## config.mk

```make
export PLATFORM = sky130hd
export DESIGN_NAME = calendar_gps_time_converter_unit
export DESIGN_NICKNAME = d
export VERILOG_FILES = /design/src/design/cgtc_pkg.sv /design/src/design/cgtc_ctrl.sv /design/src/design/cgtc_datapath.sv /design/src/design/calendar_gps_time_converter_unit.sv
export SDC_FILE = /design/constraint.sdc
export NUM_CORES = 2
export LEC_CHECK = 0
export BUFFER_PORTS_ARGS = -buffer_cell sky130_fd_sc_hd__buf_2
export CORE_MARGIN = 2
export CORE_UTILIZATION = 50
export DETAILED_ROUTE_END_ITERATION = 8
export PLACE_DENSITY = 0.81
export SLEW_MARGIN = 20
export SYNTH_ARGS = -nofsm -noshare
export SYNTH_HDL_FRONTEND = slang
export SYNTH_SLANG_ARGS = --single-unit
```

## constraint.sdc

```tcl
create_clock -name clk -period 8.5 [get_ports clk]
set_input_delay 0.85 -clock clk [delete_from_list [all_inputs] [get_ports clk]]
set_output_delay 0.85 -clock clk [all_outputs]
set_load 0.05 [all_outputs]
```

## src/design/cgtc_pkg.sv

```systemverilog
`timescale 1ns / 1ps
package cgtc_pkg;

	localparam logic [1:0] KIND_CAL2SEC = 2'd0;
	localparam logic [1:0] KIND_SEC2CAL = 2'd1;
	localparam logic [1:0] KIND_SEC2GPS = 2'd2;

	localparam logic [2:0] DSEL_DAY  = 3'd0;
	localparam logic [2:0] DSEL_QUAD = 3'd1;
	localparam logic [2:0] DSEL_HOUR = 3'd2;
	localparam logic [2:0] DSEL_MIN  = 3'd3;
	localparam logic [2:0] DSEL_WEEK = 3'd4;

	localparam logic [11:0] YEAR_LO = 12'd1970;
	localparam logic [11:0] YEAR_HI = 12'd2099;
	localparam logic [32:0] GPS_EPOCH = 33'd315964800;

	typedef struct packed {
		logic       load_in;
		logic       cal0;
		logic       cal1;
		logic       div_start;
		logic [2:0] div_sel;
		logic       walk;
		logic       load_out;
	} cgtc_cmd_t;

	typedef struct packed {
		logic [1:0] kind;
		logic       div_busy;
		logic       walk_done;
	} cgtc_stat_t;

	function automatic logic [8:0] day_of_year_start(input logic [3:0] idx);
		logic [8:0] v;
		case (idx)
			4'd0: v = 9'd1;
			4'd1: v = 9'd32;
			4'd2: v = 9'd60;
			4'd3: v = 9'd91;
			4'd4: v = 9'd121;
			4'd5: v = 9'd152;
			4'd6: v = 9'd182;
			4'd7: v = 9'd213;
			4'd8: v = 9'd244;
			4'd9: v = 9'd274;
			4'd10: v = 9'd305;
			4'd11: v = 9'd335;
			default: v = 9'd0;
		endcase
		return v;
	endfunction

	function automatic logic [1:0] div12(input logic [5:0] m);
		logic [1:0] v;
		if (m >= 6'd36) v = 2'd3;
		else if (m >= 6'd24) v = 2'd2;
		else if (m >= 6'd12) v = 2'd1;
		else v = 2'd0;
		return v;
	endfunction

	// Month lengths across a four-year block whose third year is the leap year.
	function automatic logic [4:0] month_len(input logic [5:0] m);
		logic [3:0] mm;
		logic [4:0] v;
		mm = 4'(m - 6'd12 * 6'(div12(m)));
		case (mm)
			4'd1: v = (m == 6'd25) ? 5'd29 : 5'd28;
			4'd3, 4'd5, 4'd8, 4'd10: v = 5'd30;
			default: v = 5'd31;
		endcase
		return v;
	endfunction

endpackage

```

## src/design/cgtc_ctrl.sv

```systemverilog
`timescale 1ns / 1ps
module cgtc_ctrl (
	input  logic                clk,
	input  logic                arst_n,
	input  logic                in_valid,
	output logic                in_stall,
	output logic                out_valid,
	input  logic                out_stall,
	input  cgtc_pkg::cgtc_stat_t stat,
	output cgtc_pkg::cgtc_cmd_t  cmd
);
	import cgtc_pkg::*;

	localparam logic [3:0] S_IDLE  = 4'd0;
	localparam logic [3:0] S_DISP  = 4'd1;
	localparam logic [3:0] S_CAL0  = 4'd2;
	localparam logic [3:0] S_CAL1  = 4'd3;
	localparam logic [3:0] S_DAYW  = 4'd4;
	localparam logic [3:0] S_QUADW = 4'd5;
	localparam logic [3:0] S_WALK  = 4'd6;
	localparam logic [3:0] S_HOURW = 4'd7;
	localparam logic [3:0] S_MINW  = 4'd8;
	localparam logic [3:0] S_WEEKW = 4'd9;
	localparam logic [3:0] S_DONE  = 4'd10;

	logic [3:0] state_q, state_d;
	logic out_valid_q;

	assign in_stall = (state_q != S_IDLE);
	assign out_valid = out_valid_q;

	always_comb begin
		state_d = state_q;
		cmd = '0;
		case (state_q)
			S_IDLE: begin
				if (in_valid) begin
					cmd.load_in = 1'b1;
					state_d = S_DISP;
				end
			end
			S_DISP: begin
				case (stat.kind)
					KIND_CAL2SEC: state_d = S_CAL0;
					KIND_SEC2CAL: begin
						cmd.div_start = 1'b1;
						cmd.div_sel = DSEL_DAY;
						state_d = S_DAYW;
					end
					KIND_SEC2GPS: begin
						cmd.div_start = 1'b1;
						cmd.div_sel = DSEL_WEEK;
						state_d = S_WEEKW;
					end
					default: state_d = S_DONE;
				endcase
			end
			S_CAL0: begin
				cmd.cal0 = 1'b1;
				state_d = S_CAL1;
			end
			S_CAL1: begin
				cmd.cal1 = 1'b1;
				state_d = S_DONE;
			end
			S_DAYW: begin
				if (!stat.div_busy) begin
					cmd.div_start = 1'b1;
					cmd.div_sel = DSEL_QUAD;
					state_d = S_QUADW;
				end
			end
			S_QUADW: begin
				if (!stat.div_busy) state_d = S_WALK;
			end
			S_WALK: begin
				if (stat.walk_done) begin
					cmd.div_start = 1'b1;
					cmd.div_sel = DSEL_HOUR;
					state_d = S_HOURW;
				end else begin
					cmd.walk = 1'b1;
				end
			end
			S_HOURW: begin
				if (!stat.div_busy) begin
					cmd.div_start = 1'b1;
					cmd.div_sel = DSEL_MIN;
					state_d = S_MINW;
				end
			end
			S_MINW: begin
				if (!stat.div_busy) state_d = S_DONE;
			end
			S_WEEKW: begin
				if (!stat.div_busy) state_d = S_DONE;
			end
			S_DONE: begin
				if (!out_valid_q || !out_stall) begin
					cmd.load_out = 1'b1;
					state_d = S_IDLE;
				end
			end
			default: state_d = S_IDLE;
		endcase
	end

	always_ff @(posedge clk or negedge arst_n) begin
		if (!arst_n) begin
			state_q <= S_IDLE;
			out_valid_q <= 1'b0;
		end else begin
			state_q <= state_d;
			if (cmd.load_out) out_valid_q <= 1'b1;
			else if (!out_stall) out_valid_q <= 1'b0;
		end
	end

endmodule

```

## src/design/cgtc_datapath.sv

```systemverilog
`timescale 1ns / 1ps
module cgtc_datapath (
	input  logic                 clk,
	input  logic                 arst_n,
	input  cgtc_pkg::cgtc_cmd_t  cmd,
	output cgtc_pkg::cgtc_stat_t stat,
	input  logic [1:0]           kind,
	input  logic [11:0]          in_year,
	input  logic [3:0]           in_month,
	input  logic [4:0]           in_day,
	input  logic [4:0]           in_hour,
	input  logic [5:0]           in_minute,
	input  logic [5:0]           in_second,
	input  logic [31:0]          in_seconds,
	output logic                 status,
	output logic [31:0]          out_seconds,
	output logic [11:0]          out_year,
	output logic [3:0]           out_month,
	output logic [4:0]           out_day,
	output logic [4:0]           out_hour,
	output logic [5:0]           out_minute,
	output logic [5:0]           out_second,
	output logic signed [13:0]   gps_week,
	output logic signed [20:0]   time_of_week
);
	import cgtc_pkg::*;

	logic [1:0]  kind_q;
	logic [11:0] year_q;
	logic [3:0]  month_q;
	logic [4:0]  day_q;
	logic [4:0]  hour_in_q;
	logic [5:0]  minute_in_q;
	logic [5:0]  second_in_q;
	logic [31:0] secs_q;

	logic [17:0] days18_q;
	logic [31:0] total_q;
	logic [15:0] days_q;
	logic [16:0] srem_q;
	logic [5:0]  quad_q;
	logic [10:0] d_q;
	logic [5:0]  m_q;
	logic [4:0]  hour_q;
	logic [11:0] mrem_q;
	logic [5:0]  minute_q;
	logic [5:0]  second_q;
	logic        neg_q;
	logic [13:0] week_q;
	logic [20:0] tow_q;

	logic [1:0]  cnt_q;
	logic [2:0]  sel_q;
	logic [31:0] x_q;
	logic [63:0] prod_q;
	logic [31:0] est_q;
	logic [31:0] rem_q;

	// Calendar to seconds.
	logic        cal_ok;
	logic [11:0] yoff;
	logic [11:0] ysince;
	logic [16:0] yterm;
	logic [5:0]  lterm;
	logic        leap_add;
	logic [17:0] days_c;
	logic [31:0] total_c;

	assign cal_ok = (year_q >= YEAR_LO) && (year_q <= YEAR_HI)
		&& (month_q >= 4'd1) && (month_q <= 4'd12);
	assign yoff = year_q - YEAR_LO;
	assign ysince = year_q - 12'd1969;
	assign yterm = 17'(yoff[7:0]) * 17'd365;
	assign lterm = ysince[7:2];
	assign leap_add = (year_q[1:0] == 2'b00) && (month_q >= 4'd3);
	assign days_c = 18'(yterm) + 18'(lterm) + 18'(day_of_year_start(month_q - 4'd1))
		+ 18'(day_q) + 18'(leap_add) - 18'd2;
	assign total_c = 32'({{14{days18_q[17]}}, days18_q}) * 32'd86400
		+ 32'(hour_in_q) * 32'd3600 + 32'(minute_in_q) * 32'd60 + 32'(second_in_q);

	// GPS offset, taken as sign and magnitude so the divider stays unsigned.
	logic [32:0] rel;
	logic [31:0] rel_mag;
	assign rel = {1'b0, secs_q} - GPS_EPOCH;
	assign rel_mag = rel[32] ? 32'(33'd0 - rel) : rel[31:0];

	// Division by a constant: the quotient estimate from a floor(2^32 / divisor)
	// reciprocal is low by at most one, so a back multiply and one compare and
	// subtract finish it.
	logic [19:0] divisor;
	logic [31:0] div32;
	logic [31:0] recip;
	logic [31:0] dividend;
	logic [63:0] prod_c;
	logic [31:0] back;
	logic        rem_ge;
	logic [31:0] q_fin;
	logic [31:0] r_fin;

	always_comb begin
		case (sel_q)
			DSEL_DAY: begin
				divisor = 20'd86400;
				recip = 32'd49710;
			end
			DSEL_QUAD: begin
				divisor = 20'd1461;
				recip = 32'd2939744;
			end
			DSEL_HOUR: begin
				divisor = 20'd3600;
				recip = 32'd1193046;
			end
			DSEL_MIN: begin
				divisor = 20'd60;
				recip = 32'd71582788;
			end
			DSEL_WEEK: begin
				divisor = 20'd604800;
				recip = 32'd7101;
			end
			default: begin
				divisor = 20'd1;
				recip = 32'd0;
			end
		endcase
	end

	always_comb begin
		case (cmd.div_sel)
			DSEL_DAY:  dividend = secs_q;
			DSEL_QUAD: dividend = {16'd0, days_q};
			DSEL_HOUR: dividend = {15'd0, srem_q};
			DSEL_MIN:  dividend = {20'd0, mrem_q};
			DSEL_WEEK: dividend = rel_mag;
			default:   dividend = 32'd0;
		endcase
	end

	assign div32 = {12'd0, divisor};
	assign prod_c = 64'(x_q) * 64'(recip);
	assign back = prod_q[63:32] * div32;
	assign rem_ge = (rem_q >= div32);
	assign q_fin = rem_ge ? est_q + 32'd1 : est_q;
	assign r_fin = rem_ge ? rem_q - div32 : rem_q;

	logic [4:0] mlen;
	logic       walk_go;
	assign mlen = month_len(m_q);
	assign walk_go = (m_q < 6'd48) && (d_q >= 11'(mlen));

	assign stat.kind = kind_q;
	assign stat.div_busy = (cnt_q != 2'd0);
	assign stat.walk_done = !walk_go;

	always_ff @(posedge clk or negedge arst_n) begin
		if (!arst_n) begin
			cnt_q <= 2'd0;
		end else if (cmd.div_start) begin
			cnt_q <= 2'd3;
		end else if (cnt_q != 2'd0) begin
			cnt_q <= cnt_q - 2'd1;
		end
	end

	always_ff @(posedge clk) begin
		if (cmd.load_in) begin
			kind_q <= kind;
			year_q <= in_year;
			month_q <= in_month;
			day_q <= in_day;
			hour_in_q <= in_hour;
			minute_in_q <= in_minute;
			second_in_q <= in_second;
			secs_q <= in_seconds;
		end
		if (cmd.cal0) days18_q <= days_c;
		if (cmd.cal1) total_q <= total_c;
		if (cmd.div_start) begin
			sel_q <= cmd.div_sel;
			x_q <= dividend;
			if (cmd.div_sel == DSEL_QUAD) m_q <= 6'd0;
			if (cmd.div_sel == DSEL_WEEK) neg_q <= rel[32];
		end else begin
			case (cnt_q)
				2'd3: prod_q <= prod_c;
				2'd2: begin
					est_q <= prod_q[63:32];
					rem_q <= x_q - back;
				end
				2'd1: begin
					case (sel_q)
						DSEL_DAY: begin
							days_q <= q_fin[15:0];
							srem_q <= r_fin[16:0];
						end
						DSEL_QUAD: begin
							quad_q <= q_fin[5:0];
							d_q <= r_fin[10:0];
						end
						DSEL_HOUR: begin
							hour_q <= q_fin[4:0];
							mrem_q <= r_fin[11:0];
						end
						DSEL_MIN: begin
							minute_q <= q_fin[5:0];
							second_q <= r_fin[5:0];
						end
						DSEL_WEEK: begin
							week_q <= neg_q ? 14'(14'd0 - q_fin[13:0]) : q_fin[13:0];
							tow_q <= neg_q ? 21'(21'd0 - r_fin[20:0]) : r_fin[20:0];
						end
						default: ;
					endcase
				end
				default: ;
			endcase
		end
		if (cmd.walk && walk_go) begin
			d_q <= d_q - 11'(mlen);
			m_q <= m_q + 6'd1;
		end
		if (cmd.load_out) begin
			status <= 1'b0;
			out_seconds <= 32'd0;
			out_year <= 12'd0;
			out_month <= 4'd0;
			out_day <= 5'd0;
			out_hour <= 5'd0;
			out_minute <= 6'd0;
			out_second <= 6'd0;
			gps_week <= 14'sd0;
			time_of_week <= 21'sd0;
			case (kind_q)
				KIND_CAL2SEC: begin
					status <= !cal_ok;
					out_seconds <= cal_ok ? total_q : 32'd0;
				end
				KIND_SEC2CAL: begin
					out_year <= YEAR_LO + {4'd0, quad_q, 2'b00} + 12'(div12(m_q));
					out_month <= 4'(m_q - 6'd12 * 6'(div12(m_q))) + 4'd1;
					out_day <= 5'(d_q) + 5'd1;
					out_hour <= hour_q;
					out_minute <= minute_q;
					out_second <= second_q;
				end
				KIND_SEC2GPS: begin
					gps_week <= $signed(week_q);
					time_of_week <= $signed(tow_q);
				end
				default: ;
			endcase
		end
	end

endmodule

```

## src/design/calendar_gps_time_converter_unit.sv

```systemverilog
`timescale 1ns / 1ps
// Channel   Handshake                Payload
// input     in_valid / in_stall      kind, in_year .. in_second, in_seconds
// output    out_valid / out_stall    status, out_seconds, out_year .. time_of_week
//
// One item is in work at a time. Seconds to GPS week uses one division by a constant
// (reciprocal multiply, back multiply, correction). Seconds to calendar uses four
// such divisions plus a month walk that steps one month per cycle. Reset clears the
// controller and the output valid; a stalled result is held in the output register
// while the next beat may already be accepted.
module calendar_gps_time_converter_unit (
	input  logic               clk,
	input  logic               arst_n,
	input  logic               in_valid,
	output logic               in_stall,
	input  logic [1:0]         kind,
	input  logic [11:0]        in_year,
	input  logic [3:0]         in_month,
	input  logic [4:0]         in_day,
	input  logic [4:0]         in_hour,
	input  logic [5:0]         in_minute,
	input  logic [5:0]         in_second,
	input  logic [31:0]        in_seconds,
	output logic               out_valid,
	input  logic               out_stall,
	output logic               status,
	output logic [31:0]        out_seconds,
	output logic [11:0]        out_year,
	output logic [3:0]         out_month,
	output logic [4:0]         out_day,
	output logic [4:0]         out_hour,
	output logic [5:0]         out_minute,
	output logic [5:0]         out_second,
	output logic signed [13:0] gps_week,
	output logic signed [20:0] time_of_week
);
	import cgtc_pkg::*;

	cgtc_cmd_t  cmd;
	cgtc_stat_t stat;

	cgtc_ctrl u_ctrl (
		.clk(clk),
		.arst_n(arst_n),
		.in_valid(in_valid),
		.in_stall(in_stall),
		.out_valid(out_valid),
		.out_stall(out_stall),
		.stat(stat),
		.cmd(cmd)
	);

	cgtc_datapath u_dp (
		.clk(clk),
		.arst_n(arst_n),
		.cmd(cmd),
		.stat(stat),
		.kind(kind),
		.in_year(in_year),
		.in_month(in_month),
		.in_day(in_day),
		.in_hour(in_hour),
		.in_minute(in_minute),
		.in_second(in_second),
		.in_seconds(in_seconds),
		.status(status),
		.out_seconds(out_seconds),
		.out_year(out_year),
		.out_month(out_month),
		.out_day(out_day),
		.out_hour(out_hour),
		.out_minute(out_minute),
		.out_second(out_second),
		.gps_week(gps_week),
		.time_of_week(time_of_week)
	);

endmodule
```

# Yosys cells after proc, flatten, opt, wreduce, memory -nomap -nowiden

Memories as Yosys holds them, arrays and structs flattened.
Index checks and enable logic that the tools add are counted.
Widths: inputs -> output; s select.

Bitwise gates (word level): 1
Multiplexer cells: 48
Reductions and logical operators: 36
Equal/unequal tests: 38
Magnitude comparators: 11
Multiply operators: 8
Add/subtract/negate cells: 27

Operators with widths:

| kind                   | count |
|---|---|
| $pmux 32 s5            | 1 |
| $pmux 27 s5            | 1 |
| $pmux 20 s5            | 1 |
| $mul 32x27->59         | 1 |
| $mux 11                | 4 |
| $mux 21                | 2 |
| $mux 4                 | 10 |
| $pmux 4 s10            | 1 |
| $sub 32x29->33 const B | 1 |
| $add 32x12->32         | 1 |
| $add 32x17->32         | 1 |
| $add 32x6->32          | 1 |
| $ge 32x20->1           | 1 |
| $mul 27x20->32         | 1 |
| $mul 32x10->25 const B | 1 |
| $mux 32                | 1 |
| $sub 1x32->32 const A  | 1 |
| $sub 32x32->32         | 1 |
| $sub 1x21->21 const A  | 1 |
| $sub 21x20->21         | 1 |
| $eq 4x3->1 const B     | 5 |
| $eq 4x4->1 const B     | 5 |
| $add 17x6->18          | 1 |
| $add 18x1->18          | 1 |
| 62 further kinds       | 124 |

Logic and storage cells: 210
Bits in registers: 498
Memories: 1
ROM bits: 144

Memories:

| name            | words | width | rd ports | clocked after Yosys merged registers in | wr ports | RTL line       | text |
|---|---|---|---|---|---|---|---|
| (no name shown) | 16    | 9     | 1        | 0                                       | 0        | cgtc_pkg.sv:36 | `case (idx)` |

# Longest topological paths before layout

Word-level depth: 17
Mapped depth: 31
Gate-level depth less buffers: 28

# Hierarchy

Synthesis repeated with hierarchy kept, for this count alone.

Cells, all modules: 6598
Area, all modules: 64810.9 um^2

By module, submodules not included:

| module        | cells each | area each (um^2) | times used |
|---|---|---|---|
| cgtc_datapath | 6526       | 64242.9          | 1 |
| cgtc_ctrl     | 72         | 568.0            | 1 |

# Least setup slack after synthesis

Ideal clock, no wire load.

Path type: input to register
From: input out_stall
To: register u_dp.gps_week[0], enable pin
Path buffers: 0
Library setup time: 0.722 ns
Arrival: 8.568 ns
Required time: 7.778 ns
Setup slack: -0.790 ns
Cell stages on the path: 2
Cell sequence: nand2_1 > nor3b_1

RTL lines:

| what                 | RTL line                               | text |
|---|---|---|
| from (decl)          | calendar_gps_time_converter_unit.sv:25 | `input logic out_stall,` |
| to (signal assigned) | cgtc_datapath.sv:248                   | `gps_week <= $signed(week_q);` |
| to (decl)            | cgtc_datapath.sv:23                    | `output logic signed [13:0] gps_week,` |

# Worst setup path after layout

From: register u_dp.x_q[14]
To: register u_dp.prod_q[53] (data pin)

Word-level cells in the longest chain between the ends: 1

Ends and longest elaborated chain:

| what                   | RTL line             | text |
|---|---|---|
| from (decl)            | cgtc_datapath.sv:54  | `logic [31:0] x_q;` |
| from (signal assigned) | cgtc_datapath.sv:181 | `x_q <= dividend;` |
| $mul 32x27->59         | cgtc_datapath.sv:141 | `assign prod_c = 64'(x_q) * 64'(recip);` |
| net u_dp.prod_c[53]    | cgtc_datapath.sv:94  | `logic [63:0] prod_c;` |
| to (signal assigned)   | cgtc_datapath.sv:186 | `2'd3: prod_q <= prod_c;` |
| to (decl)              | cgtc_datapath.sv:55  | `logic [63:0] prod_q;` |

The timed path passes the listed nets, and every way through them passes these cells.
A chain may end at the register's enable or synchronous reset.

==> results.ini <==
[detailed_routing]
dr_total_vias=46598
vias_per_cell=5.541
drc=0
route.met3.wl_um=17680
m1WireLength_um=71710
wl_per_cell_um=21.08
drt-total-wl_um=177200
wl_met2_um=79760
drt_iter0_drc=5074
top_layer_used=met5
firstDrtPassIters=6
ant_nets=0

[timing]
tightestPinTransition_ps=1013
finalSetupViolCount=0
hold_viol_final=0
hold_ws_ps=347.7
relSlewSlack_pct=32.40
final.setup.tns_ps=0
fmax_mhz=119.0
slew_viol_final=0
finalCritPeriodShare_pct=98.90
skew_ps=41.82
period_minus_slack_ps=8406

[outcome]
outcome=completed

[global_route]
grt_pass1_wl_um=274900
grt_pass1_vias=48159
grt_max_degree=73
antenna_found_initial=4
grt_usage_pct=27.11
grt-ovfl-total=0

[final_layout]
areaGrowthSynthToFinish_pct=8.165
final_cell_mix=1699 x inv_1, 1001 x fa_1, 683 x ha_1, 459 x edfxtp_1, 444 x nand2_1
diodes=0
fin_cells=8409
final_common_cell=inv_1
finalNetCount=8468
num-fill-cells=10906
drive_gt1_share_pct=7.262
final_util_pct=54.49

[synthesis]
synthFlopType=edfxtp_1
synth-seq-area-share_pct=21.73
syn_nets=8308
synth_top_area_share_pct=31.19
netlist_instances=6547
yosys_warnings=0
yosysTopAreaCell=fa_1
synth_seq_cells=466
synth_cell_types=87
synth_area_leaders=fa_1 31%, edfxtp_1 21%, ha_1 13%
ys_async_sr_fraction_pct=1.502
syn_area_sq_mm=0.06424
avgSynthCellArea_sq_um=9.812
synth_edf_count=459

[clock_network]
insertion_delay_ps=680
cts_root_buffer=clkbuf_16
clk_path_buf_depth=3
cts_made_buffers=52
cts_tree=done
htree_num_levels=2
cts.reportedPaths.clkPinSlew_ps=70
numClockSinks=466

[floorplan]
core_sq_mm=0.1275
start_util_pct=50.38
fp.dieH_um=362.4
fp-row-count=131
fp.dieArea_sq_mm=0.1314
die_width_um=362.4
io_pins=184

[critical_path]
crit_path_start_kind=flip-flop
setup.worst_path.end_class=flip-flop
critPathMaxFanout=6
cp.required_ps=8880
critPathKind=reg2reg
cp.arrival_ps=8790

[placement]
portBuffers=183
placed_cells=8302
gp_congestion=1.026
hpwl_um=148500

[hold_path]
hold_class=in2reg

[run]
maxCapViolations=0

==> area by class of cell <==
cell class                      instances  area [sq um]  area share (%)
Clock buffer                           58          1324           1.905
Sequential cell                       466         13960           20.09
Multi-Input combinational cell       4152         43140           62.09
Inverter                             1703          6392           9.200
Timing Repair Buffer                  332          2162           3.112
Tap cell                             1662          2079           2.993
Clock inverter                         36         425.4          0.6122
==> flip-flops by register name, indices dropped and copies added (netlist names), 16 cells and up <==
register	count
u_dp.total_q	32
u_dp.srem_q	17
u_dp.rem_q	32
u_dp.x_q	32
u_dp.tow_q	21
u_dp.out_seconds	32
u_dp.days_q	16
u_dp.days18_q	18
u_dp.time_of_week	21
u_dp.est_q	16
u_dp.secs_q	32
u_dp.prod_q	27
==> critical path, stage by stage (launching register included) <==
cell and delay (ps):
edfxtp_1 800, inv_1 440, or3_1 520, inv_1 170
fa_1 440, inv_1 90, fa_1 380, inv_1 90
fa_1 460, fa_1 590, fa_1 450, fa_1 550
inv_1 80, fa_1 480, inv_1 40, ha_1 310
nand3_1 140, a211oi_1 310, o311ai_0 230, nand4b_1 140
o22ai_1 80, buf_4 200, o31ai_4 340, buf_4 220
a21oi_1 90, o21ai_1 180, a221oi_1 130, xnor2_1 150
==> synth_stat cells (all sizes together), types with 88 or more instances <==
library cell and instances:
inv 1700, a21oi 185, nand3 88, xnor2 206
nor2 304, edfxtp 459, and2 183, fa 1001
and3 155, o21ai 192, clkbuf 201, ha 684
nand2 444
==> logic make-up (layout without fill, tap and decap cells) <==
group                    count (synthesis)  in the layout  synth area share (%)
buffers and inverters                 1929           2129                 11.33
adder cells (fa/ha/maj)               1685           1685                 44.52
AND/OR/NAND/NOR                       1456           1456                 11.16
AO/OA/AOI/OAI                          703            703                 7.016
flip-flops                             466            466                 21.73
XOR/XNOR                               283            283                 3.858
multiplexers                            24             24                0.3895
other                                    1              1              0.005838
==> path summary, 6_finish.rpt <==
| path | endpoint | from | slack (ps) | cells past startpoint |
|---|---|---|---|---|
| worst max-delay path | u_dp.prod_q[53] | u_dp.x_q[14] | 90 | 27 |
| worst min-delay path | u_dp.day_q[4] | in_day[4] | 350 | 1 |
| worst max register to register | u_dp.prod_q[53] | u_dp.x_q[14] | 90 | 27 |
| worst min register to register | u_dp.total_q[1] | u_dp.second_in_q[1] | 500 | 0 |
| max in group asynchronous | u_ctrl.state_q[3] | arst_n | 7690 | 2 |
| min in group asynchronous | u_ctrl.out_valid | arst_n | 630 | 2 |
==> metal layers <==
metal / vias up / global-route usage, %
li1: 20828 / -
met1: 23113 / 36.75
met2: 2218 / 42.60
met3: 431 / 5.753
met4: 8 / 10.81
met5: - / 0
==> per-stage QoR <==
stage          setup WS, ps  cell area [sq um]
2_1_floorplan         468.1              64240
3_5_place_dp          101.5              67590
6_report              93.90              69480
4_1_cts               62.99              69350
3_3_place_gp          196.8              67590
5_1_grt              -6.759              69480
==> repair_timing <==
action                                 4_1_cts  5_1_grt
resized for setup                            0        2
buffers inserted                             0       11
setup endpoints to repair                    0       12
endpoints found under the hold margin        7        0
hold buffers                                 1        0
Power is not shown: default switching activity piles up to over one toggle a cycle in this logic, so the estimate is an artifact.
